===== src/tle_pkg.sv =====
`default_nettype none
package tle_pkg;

    localparam logic [7:0] CHR_BS     = 8'h08;
    localparam logic [7:0] CHR_LF     = 8'h0A;
    localparam logic [7:0] CHR_CR     = 8'h0D;
    localparam logic [7:0] CHR_ESC    = 8'h1B;
    localparam logic [7:0] CHR_SPACE  = 8'h20;
    localparam logic [7:0] CHR_LBRACK = 8'h5B;
    localparam logic [7:0] CHR_TILDE  = 8'h7E;

    localparam logic [1:0] ESC_NORMAL  = 2'd0;
    localparam logic [1:0] ESC_AFTER   = 2'd1;
    localparam logic [1:0] ESC_BRACKET = 2'd2;

    localparam logic [1:0] KIND_PRINT = 2'd0;
    localparam logic [1:0] KIND_CR    = 2'd1;
    localparam logic [1:0] KIND_BS    = 2'd2;

    localparam logic [1:0] ADDR_CAPACITY = 2'd0;
    localparam logic [8:0] CAPACITY_RESET = 9'd256;

    typedef struct packed {
        logic [1:0] kind;
        logic [7:0] data;
        logic [7:0] idx;
        logic [7:0] len;
    } t_burst;

endpackage
`default_nettype wire


===== src/tle_ctrl.sv =====
`default_nettype none
module tle_ctrl #(
    parameter int unsigned MAX_LINE = 256
) (
    input  wire logic          i_clk,
    input  wire logic          i_rst_n,
    input  wire logic          i_in_valid,
    output logic               o_in_stall,
    input  wire logic [7:0]    i_rx_byte,
    input  wire logic [8:0]    i_capacity,
    input  wire logic          i_load_ready,
    output logic               o_load,
    output tle_pkg::t_burst    o_burst
);
    import tle_pkg::*;

    localparam logic [8:0] CAP_LIMIT = (MAX_LINE < 256) ? 9'(MAX_LINE) : 9'd256;

    logic       r_full;
    logic [7:0] r_byte;
    logic [7:0] r_count;
    logic [1:0] r_esc;

    logic [7:0] n_count;
    logic [1:0] n_esc;
    logic       has_result;
    logic       consume;
    logic       accept;
    logic [8:0] eff_cap;
    t_burst     burst;

    assign eff_cap = (i_capacity > CAP_LIMIT) ? CAP_LIMIT : i_capacity;

    always_comb begin
        n_count    = r_count;
        n_esc      = r_esc;
        has_result = 1'b0;
        burst.kind = KIND_PRINT;
        burst.data = r_byte;
        burst.idx  = 8'd0;
        burst.len  = 8'd0;
        if (eff_cap == 9'd0) begin
            n_esc = ESC_NORMAL;
            if (r_byte == CHR_CR) begin
                has_result = 1'b1;
                burst.kind = KIND_CR;
                n_count    = 8'd0;
            end
        end else if (r_esc == ESC_AFTER) begin
            n_esc = (r_byte == CHR_LBRACK) ? ESC_BRACKET : ESC_NORMAL;
        end else if (r_esc != ESC_NORMAL) begin
            if (r_byte == CHR_TILDE) begin
                n_esc = ESC_NORMAL;
            end
        end else if (r_byte inside {[CHR_SPACE:CHR_TILDE]}) begin
            if ({1'b0, r_count} + 9'd1 < eff_cap) begin
                has_result = 1'b1;
                burst.idx  = r_count;
                n_count    = r_count + 8'd1;
            end
        end else if (r_byte == CHR_CR) begin
            has_result = 1'b1;
            burst.kind = KIND_CR;
            burst.len  = r_count;
            n_count    = 8'd0;
        end else if (r_byte == CHR_BS) begin
            if (r_count != 8'd0) begin
                has_result = 1'b1;
                burst.kind = KIND_BS;
                n_count    = r_count - 8'd1;
            end
        end else if (r_byte == CHR_ESC) begin
            n_esc = ESC_AFTER;
        end
    end

    assign consume    = r_full && (!has_result || i_load_ready);
    assign o_in_stall = r_full && !consume;
    assign accept     = i_in_valid && !o_in_stall;
    assign o_load     = r_full && has_result && i_load_ready;
    assign o_burst    = burst;

    always_ff @(posedge i_clk) begin
        if (!i_rst_n) begin
            r_full  <= 1'b0;
            r_count <= 8'd0;
            r_esc   <= ESC_NORMAL;
        end else begin
            if (accept) begin
                r_full <= 1'b1;
            end else if (consume) begin
                r_full <= 1'b0;
            end
            if (consume) begin
                r_count <= n_count;
                r_esc   <= n_esc;
            end
        end
    end

    always_ff @(posedge i_clk) begin
        if (accept) begin
            r_byte <= i_rx_byte;
        end
    end

endmodule
`default_nettype wire


===== src/tle_emit.sv =====
`default_nettype none
module tle_emit (
    input  wire logic          i_clk,
    input  wire logic          i_rst_n,
    input  wire logic          i_load,
    input  wire tle_pkg::t_burst i_burst,
    output logic               o_load_ready,
    output logic               o_out_valid,
    input  wire logic          i_out_stall,
    output logic [7:0]         o_echo_byte,
    output logic               o_store_write,
    output logic [7:0]         o_store_index,
    output logic               o_line_done,
    output logic [7:0]         o_line_length,
    output logic               o_last
);
    import tle_pkg::*;

    logic       r_valid;
    logic [1:0] r_step;
    t_burst     r_burst;
    logic       xfer;

    always_comb begin
        o_echo_byte = r_burst.data;
        o_last      = 1'b1;
        case (r_burst.kind)
            KIND_PRINT: begin
                o_echo_byte = r_burst.data;
                o_last      = 1'b1;
            end
            KIND_CR: begin
                o_echo_byte = (r_step == 2'd0) ? CHR_CR : CHR_LF;
                o_last      = (r_step != 2'd0);
            end
            KIND_BS: begin
                o_echo_byte = (r_step == 2'd1) ? CHR_SPACE : CHR_BS;
                o_last      = (r_step == 2'd2);
            end
            default: begin
                o_echo_byte = r_burst.data;
                o_last      = 1'b1;
            end
        endcase
    end

    assign o_store_write = (r_burst.kind == KIND_PRINT);
    assign o_store_index = o_store_write ? r_burst.idx : 8'd0;
    assign o_line_done   = (r_burst.kind == KIND_CR) && o_last;
    assign o_line_length = o_line_done ? r_burst.len : 8'd0;
    assign o_out_valid   = r_valid;

    assign xfer         = r_valid && !i_out_stall;
    assign o_load_ready = !r_valid || (xfer && o_last);

    always_ff @(posedge i_clk) begin
        if (!i_rst_n) begin
            r_valid <= 1'b0;
            r_step  <= 2'd0;
        end else if (i_load) begin
            r_valid <= 1'b1;
            r_step  <= 2'd0;
        end else if (xfer) begin
            if (o_last) begin
                r_valid <= 1'b0;
            end else begin
                r_step <= r_step + 2'd1;
            end
        end
    end

    always_ff @(posedge i_clk) begin
        if (i_load) begin
            r_burst <= i_burst;
        end
    end

endmodule
`default_nettype wire


===== src/terminal_line_editor.sv =====
// Terminal line editor: edits one input line from received terminal bytes.
// Input channel: i_in_valid / o_in_stall carry i_rx_byte; a transfer happens
// at a rising edge with valid high and stall low.
// Output channel: o_out_valid / i_out_stall carry one echo result per
// transfer (echo byte, line-store write and index, line done and length,
// last marker for the final result of an input byte).
// Capacity register at APB address 0, written with psel, penable, pwrite.
// Each byte goes to the input register, its results to the result register.
// Throughput: one byte per cycle when each byte yields at most one result and
// the output does not stall; a carriage return gives two results (CR, LF) and
// a backspace three (BS, space, BS), one echo per cycle from the single result
// register when not stalled. Bytes with no result never wait on that register.
// Reset (synchronous, active low) empties both registers, clears the stored
// count and escape state, and sets capacity to 256.
// A stall on the output holds the result; the input stalls once the input
// register holds a byte whose results cannot yet be loaded.
`default_nettype none
module terminal_line_editor #(
    parameter int unsigned MAX_LINE = 256
) (
    input  wire logic        i_clk,
    input  wire logic        i_rst_n,
    input  wire logic        i_in_valid,
    output logic             o_in_stall,
    input  wire logic [7:0]  i_rx_byte,
    output logic             o_out_valid,
    input  wire logic        i_out_stall,
    output logic [7:0]       o_echo_byte,
    output logic             o_store_write,
    output logic [7:0]       o_store_index,
    output logic             o_line_done,
    output logic [7:0]       o_line_length,
    output logic             o_last,
    input  wire logic        psel,
    input  wire logic        penable,
    input  wire logic        pwrite,
    input  wire logic [2:0]  paddr,
    input  wire logic [31:0] pwdata,
    output logic [31:0]      prdata,
    output logic             pready
);
    import tle_pkg::*;

    logic [8:0] r_capacity;
    logic       load;
    logic       load_ready;
    t_burst     burst;
    logic       cfg_sel;

    assign pready  = 1'b1;
    assign cfg_sel = (paddr == {ADDR_CAPACITY, 1'b0});
    assign prdata  = cfg_sel ? {23'd0, r_capacity} : 32'd0;

    always_ff @(posedge i_clk) begin
        if (!i_rst_n) begin
            r_capacity <= CAPACITY_RESET;
        end else if (psel && penable && pwrite && pready && cfg_sel) begin
            r_capacity <= pwdata[8:0];
        end
    end

    tle_ctrl #(
        .MAX_LINE(MAX_LINE)
    ) u_ctrl (
        .i_clk       (i_clk),
        .i_rst_n     (i_rst_n),
        .i_in_valid  (i_in_valid),
        .o_in_stall  (o_in_stall),
        .i_rx_byte   (i_rx_byte),
        .i_capacity  (r_capacity),
        .i_load_ready(load_ready),
        .o_load      (load),
        .o_burst     (burst)
    );

    tle_emit u_emit (
        .i_clk        (i_clk),
        .i_rst_n      (i_rst_n),
        .i_load       (load),
        .i_burst      (burst),
        .o_load_ready (load_ready),
        .o_out_valid  (o_out_valid),
        .i_out_stall  (i_out_stall),
        .o_echo_byte  (o_echo_byte),
        .o_store_write(o_store_write),
        .o_store_index(o_store_index),
        .o_line_done  (o_line_done),
        .o_line_length(o_line_length),
        .o_last       (o_last)
    );

`ifndef SYNTH
    a_done_is_last: assert property (@(posedge i_clk) disable iff (!i_rst_n)
        o_out_valid && o_line_done |-> o_last)
        else $error("line done on a result that is not last");

    a_write_not_done: assert property (@(posedge i_clk) disable iff (!i_rst_n)
        o_out_valid |-> !(o_store_write && o_line_done))
        else $error("store write and line done together");

    a_burst_continues: assert property (@(posedge i_clk) disable iff (!i_rst_n)
        o_out_valid && !i_out_stall && !o_last |=> o_out_valid)
        else $error("result sequence cut short");
`endif

endmodule
`default_nettype wire

===== config.mk =====
export PLATFORM = sky130hd
export DESIGN_NAME = terminal_line_editor
export DESIGN_NICKNAME = d
export VERILOG_FILES = /design/src/tle_pkg.sv /design/src/tle_ctrl.sv /design/src/tle_emit.sv /design/src/terminal_line_editor.sv
export SDC_FILE = /design/constraint.sdc
export NUM_CORES = 1
export LEC_CHECK = 0
export BUFFER_PORTS_ARGS = -buffer_cell sky130_fd_sc_hd__buf_2
export CAP_MARGIN = 20
export CELL_PAD_IN_SITES_DETAIL_PLACEMENT = 0
export CELL_PAD_IN_SITES_GLOBAL_PLACEMENT = 1
export CORE_UTILIZATION = 38
export CTS_CLUSTER_DIAMETER = 80
export DETAILED_ROUTE_END_ITERATION = 16
export HOLD_SLACK_MARGIN = 0.15
export PLACE_DENSITY_LB_ADDON = 0.2
export SYNTH_ARGS = -nofsm -noshare
export SYNTH_HDL_FRONTEND = slang
export SYNTH_SLANG_ARGS = --single-unit

===== constraint.sdc =====
create_clock -name i_clk -period 5.3 [get_ports i_clk]
set_input_delay 0.265 -clock i_clk [delete_from_list [all_inputs] [get_ports i_clk]]
set_output_delay 0.265 -clock i_clk [all_outputs]
set_load 0.005 [all_outputs]

==> Word level (Yosys, flattened, before mapping) <==
Index checks and enable logic that the tools add are counted.
{ "classes": {"n_bitwise": 5, "magnitude_cmp": 4, "n_mux": 48, "n_reduce_logical": 39, "addsub": 4, "n_eq_ne": 18} }
{ "op_table": {"columns": ["operator", "n"], "rows": [
  ["2-to-1 mux 8 bit", 11],
  ["2-to-1 mux 2 bit", 16],
  ["2-to-1 mux 9 bit", 2],
  ["== test 8 x 4 -> 1 bit, second input constant", 2],
  ["== test 8 x 7 -> 1 bit, second input constant", 2],
  ["case mux 8 bit (2 select lines)", 1],
  ["2-to-1 mux 1 bit", 15],
  ["logical AND 1 bit", 12],
  ["inequality test 4 x 1 -> 1 bit, second input constant", 3],
  ["nonzero test 2 bit", 5],
  ["nonzero test 5 bit", 2],
  ["OR reduction 5 bit", 2],
  ["adder 8 x 1 -> 9 bit, second input constant", 1],
  ["> comparator 9 bit, second input constant", 1],
  ["zero test 9 bit", 1],
  ["< comparator 9 bit", 1],
  ["adder 8 x 1 -> 8 bit, second input constant", 1],
  ["== test 8 x 5 -> 1 bit, second input constant", 1],
  ["greater-or-equal comparator 8 x 6 -> 1 bit, second input constant", 1],
  ["less-or-equal comparator 8 x 7 -> 1 bit, second input constant", 1],
  ["nonzero test 8 bit", 1],
  ["subtractor 8 x 1 -> 8 bit, second input constant", 1],
  ["AND reduction 7 bit", 1],
  ["== test 2 x 1 -> 1 bit, second input constant", 3],
  ["18 further kinds", 31]
]} }
{ "word_totals": {"input_bits": 50, "ff_bits": 57, "word_cells": 129} }

==> Depth between registers and ports, before layout <==
{ "depth": {"ltp_word": 16, "depth_mapped": 12, "ltp_nobuf": 11} }

==> Cells and area by module <==
A second synthesis with hierarchy kept.
{ "unflattened": {"cells_unflattened": 382, "hier_area_um2": 3653.5} }
{ "by_module_without_submodules": {"columns": ["mod", "area_per_inst_um2", "cells_each", "seq_area_each_um2", "instances"], "rows": [
  ["tle_ctrl", 1762.9, 213, 460.4, 1],
  ["tle_emit", 1248.7, 91, 840.8, 1],
  ["terminal_line_editor", 641.9, 78, 180.2, 1]
]} }

==> Worst setup path before layout <==
OpenSTA, ideal clock, no wires.
{ "synth_timing": {"kind": "reg-to-reg", "start": "register u_ctrl.r_count[0]", "end": "register u_emit.r_burst[0] (netlist bit) (enable)", "t_required_ns": 4.919, "stages_incl_launch_ff": 13, "path_buffers": 1, "arrival_time_ns": 3.059, "path_slack_ns": 1.861, "period_less_slack_ns": 3.439, "setup_time_ns": 0.381, "path_cell_list": "dfxtp_1 > ha_1 > nand3_1 > nor2_1 > xor2_1 > ha_1 > a211oi_1 > nor2_1 > or4_4 > o22ai_4 > nand3_2 > buf_6 > inv_1"} }
{ "synth_via": {"elab_chain_len": 10} }
{ "synth_lines": {"columns": ["element", "line", "text"], "rows": [
  ["start, declared", "tle_ctrl.sv:21", "logic [7:0] r_count;"],
  ["start signal, assigned", "tle_ctrl.sv:95", "r_count <= n_count;"],
  ["branches (longest 4 deep; another with adder 8 x 1 -> 9 bit)", null, null],
  ["2-to-1 mux 1 bit *", "tle_ctrl.sv:55", "end else if (r_byte inside {[CHR_SPACE:CHR_TILDE]}) begin"],
  ["2-to-1 mux 1 bit *", "tle_ctrl.sv:51", "end else if (r_esc != ESC_NORMAL) begin"],
  ["2-to-1 mux 1 bit *", "tle_ctrl.sv:49", "end else if (r_esc == ESC_AFTER) begin"],
  ["2-to-1 mux 1 bit *", "tle_ctrl.sv:42", "if (eff_cap == 9'd0) begin"],
  ["logical AND 1 bit * (2 in a row)", "tle_ctrl.sv:80", "assign o_load = r_full && has_result && i_load_ready;"],
  ["named net load", "terminal_line_editor.sv:45", "logic load;"],
  ["end signal, assigned", "tle_emit.sv:74", "r_burst <= i_burst;"],
  ["end, declared", "tle_emit.sv:21", "t_burst r_burst;"]
]} }
Mark *: on every way through the listed nets, which the timed path passes.
A chain may end at the register's enable or synchronous reset.

==> Worst setup path in the final report <==
{ "layout_timing": {"start": "register u_ctrl.r_count[0]", "end": "register u_emit.r_burst[23] (netlist bit) (enable)"} }
The elaborated chain is that of the path after synthesis.

==> results.cfg <==
[drt]
first_pass_iters = 14
wl_per_cell_um = 13.5
drt-vias-per-instance = 4.91
num_vias = 2689
routed_wl_mm = 7.37
ant_nets = 0
drt_iter0_markers = 145
route.detailed.drc = 1

[worst_setup_path]
cp_slowest_cell = or4_4
crit_path_end_kind = register
reg2reg_to = u_emit.r_burst[23]
regToRegStartpoint = u_ctrl.r_count[0]
worst-endpoint-required_ns = 5.30
crit_fanout = 26
critPathMaxStageDelay_ns = 0.57
r2r_cells = 12
cp_top_family = simple AND/OR/NAND/NOR gates
rrSetupSlack_ns = 1.37
startpoint_type = register
worstPathArrival_ns = 3.93
critPathBufInv = 2
path_cells = ha_1, nand3_1, nor2_1, xor2_1, ha_1, a211oi_1, nor2_1, or4_4, o22ai_4, nand3_2, inv_1, buf_4
path_class = register to register

[final_layout]
final_nets = 502
num_antenna_cells = 0
final_cell_area_um2 = 4000
syn2layout_area_growth_pct = 13.3
final_cell_mix = buf_2 (64), nand2_1 (53), and2_1 (36)
final_common_cell = buf_2
fillCellCount = 885
final_layout_size_suffix_gt1_frac = 0.202
final_util = 0.452

[cts]
cts_tree = yes
tritoncts.num_buffers = 9
root_buffer = clkbuf_8
cts_resized = 0
worstSkewPairLatency_ns = 0.32
path_clk_slew_ns = 0.06
cts_max_level = 3
numClockSinks = 57
cts_setup_buffers = 0
clk_path_buf_depth = 2

[power]
peakVddDrop_mv = 0.133
p_per_area_nw_per_um2 = 243
leakage_nw = 1.72
power.total_w = 0.000974

[sta]
min_period_ns = 3.93
min_period_over_period = 0.742
holdWs_ns = 0.177
worst_pin_slew_ns = 0.877
max_slew_margin = 0.411
rsz0062_at_grt = false
finalSetupViolCount = 0
clock_skew_ns = 0.00369
tns_ns = 0
drv_slew = 0
hold_viol_final = 0
max_freq_mhz = 254

[synth]
seq_area_frac_synth = 0.420
synth-edff-count = 34
synth_cell_types = 53
avgSynthCellArea_um2 = 9.54
syn_inst = 370
synth-seq-cells = 57
ys_warn_count = 0
synth_flop_cell = edfxtp_1
ys_async_sr_fraction = 0
synth_area_um2 = 3530

[outcome]
status = finished with violations
violations = DRC

[floorplan]
die_w_um = 98.4
initial_core_util = 0.399
chipHeight_um = 98.4
core_area_um2 = 8850
ios = 112
rows = 34
dieArea_um2 = 9680

[placement]
placed_area_um2 = 3740
place_hpwl_mm = 5.37
place_congestion = 0.737
io_buffers = 64

[min_path]
hold_path_class = input port to register
hold_start = pwdata[8]
hold_depth = 3
hold_end = r_capacity[8]

[flow_run]
drv_cap = 0

[grt]
grt_pass1_wl_mm = 12.1
track_usage = 0.160
grt_overflow = 0
grt_pass1_vias = 2466
grt_max_degree = 27
antenna_found_initial = 0
## layer usage
metal	up-vias	wire, um	GRT usage
met1	1231	3500	0.203
met2	88	3500	0.267
met4	0	41	0.0517
met3	2	333	0.0387
met5	-	0	0
li1	1368	-	-
## registers in the layout, indices dropped and copies added (netlist names)
register and cells:
u_emit.o_out_valid 1, u_ctrl.r_byte 8, u_emit.r_burst 26, u_ctrl.r_count 8, u_ctrl.r_esc 2, u_emit.r_step 2, r_capacity 9, u_ctrl.r_full 1
## tightest hold or removal path, cell delays in order
cell and delay [ns]:
buf_2 0.07, nand2_1 0.05, o211ai_1 0.08
## synth_stat cells, types with 2 or more instances
master,number,area share
nand4_1,4,0.0071
and3_1,3,0.0053
or4_1,2,0.0043
and2_1,36,0.064
nor4_1,5,0.0089
xnor2_1,6,0.015
nor2b_1,6,0.011
nand3_1,11,0.016
mux2i_1,11,0.031
buf_6,3,0.0096
a21boi_0,9,0.019
conb_1,2,0.0021
nand3b_1,3,0.0064
nor2_1,16,0.017
ha_1,17,0.060
edfxtp_1,34,0.29
o211ai_1,5,0.011
clkbuf_1,5,0.0053
nor3_1,13,0.018
xor2_1,5,0.012
nand2_1,53,0.056
a21oi_1,8,0.011
and4_1,2,0.0050
and3_2,2,0.0043
o21ai_0,11,0.016
clkbuf_8,6,0.023
o21a_1,4,0.0085
inv_1,16,0.017
buf_4,26,0.055
dfxtp_1,23,0.13
## report_power, final
group / switching [W] / internal [W]
Combinational: 0.0000555 / 0.0000462
Sequential: 0.0000154 / 0.000481
Clock: 0.000161 / 0.000214
## worst max-delay path by stage
stage                           start            endpoint  depth (start not counted)  slack [ns]
floorplan           u_ctrl.r_count[0]   u_emit.r_burst[0]                         12        1.86
global placement    u_ctrl.r_count[0]  u_emit.r_burst[22]                         12        1.47
detailed placement  u_ctrl.r_count[0]  u_emit.r_burst[19]                         12        1.42
CTS                 u_ctrl.r_count[0]  u_emit.r_burst[24]                         12        1.40
global route        u_ctrl.r_count[0]  u_emit.r_burst[25]                         12        1.09
finish              u_ctrl.r_count[0]  u_emit.r_burst[23]                         12        1.37
## final cells by class
class / instances / area (um2) / area share
Multi-Input combinational cell: 277 / 1730 / 0.433
Sequential cell: 57 / 1480 / 0.370
Timing Repair Buffer: 73 / 408 / 0.102
Clock buffer: 12 / 135 / 0.0338
Tap cell: 108 / 135 / 0.0338
Inverter: 17 / 63.8 / 0.0160
Clock inverter: 4 / 43.8 / 0.0109
## kinds of logic after synthesis
kind of cell / synth area share
AO/OA/AOI/OAI: 0.105
AND/OR/NAND/NOR: 0.239
XOR/XNOR: 0.0273
flip-flops: 0.420
buffers and inverters: 0.113
adder cells (fa/ha/maj): 0.0602
other: 0.00213
multiplexers: 0.0344
## timing repair
item / 4_1_cts / 5_1_grt
endpoints found under the setup margin: 0 / 0
endpoints found under the hold margin: 8 / 0
hold buffers: 8 / 0
## metrics by stage
step	worst slack [ns]	std cells
5_1_grt	1.09	548
2_1_floorplan	1.86	392
4_1_cts	1.40	548
3_5_place_dp	1.42	524
3_3_place_gp	1.47	524
6_report	1.37	548
(Power assumes the default switching activity.)
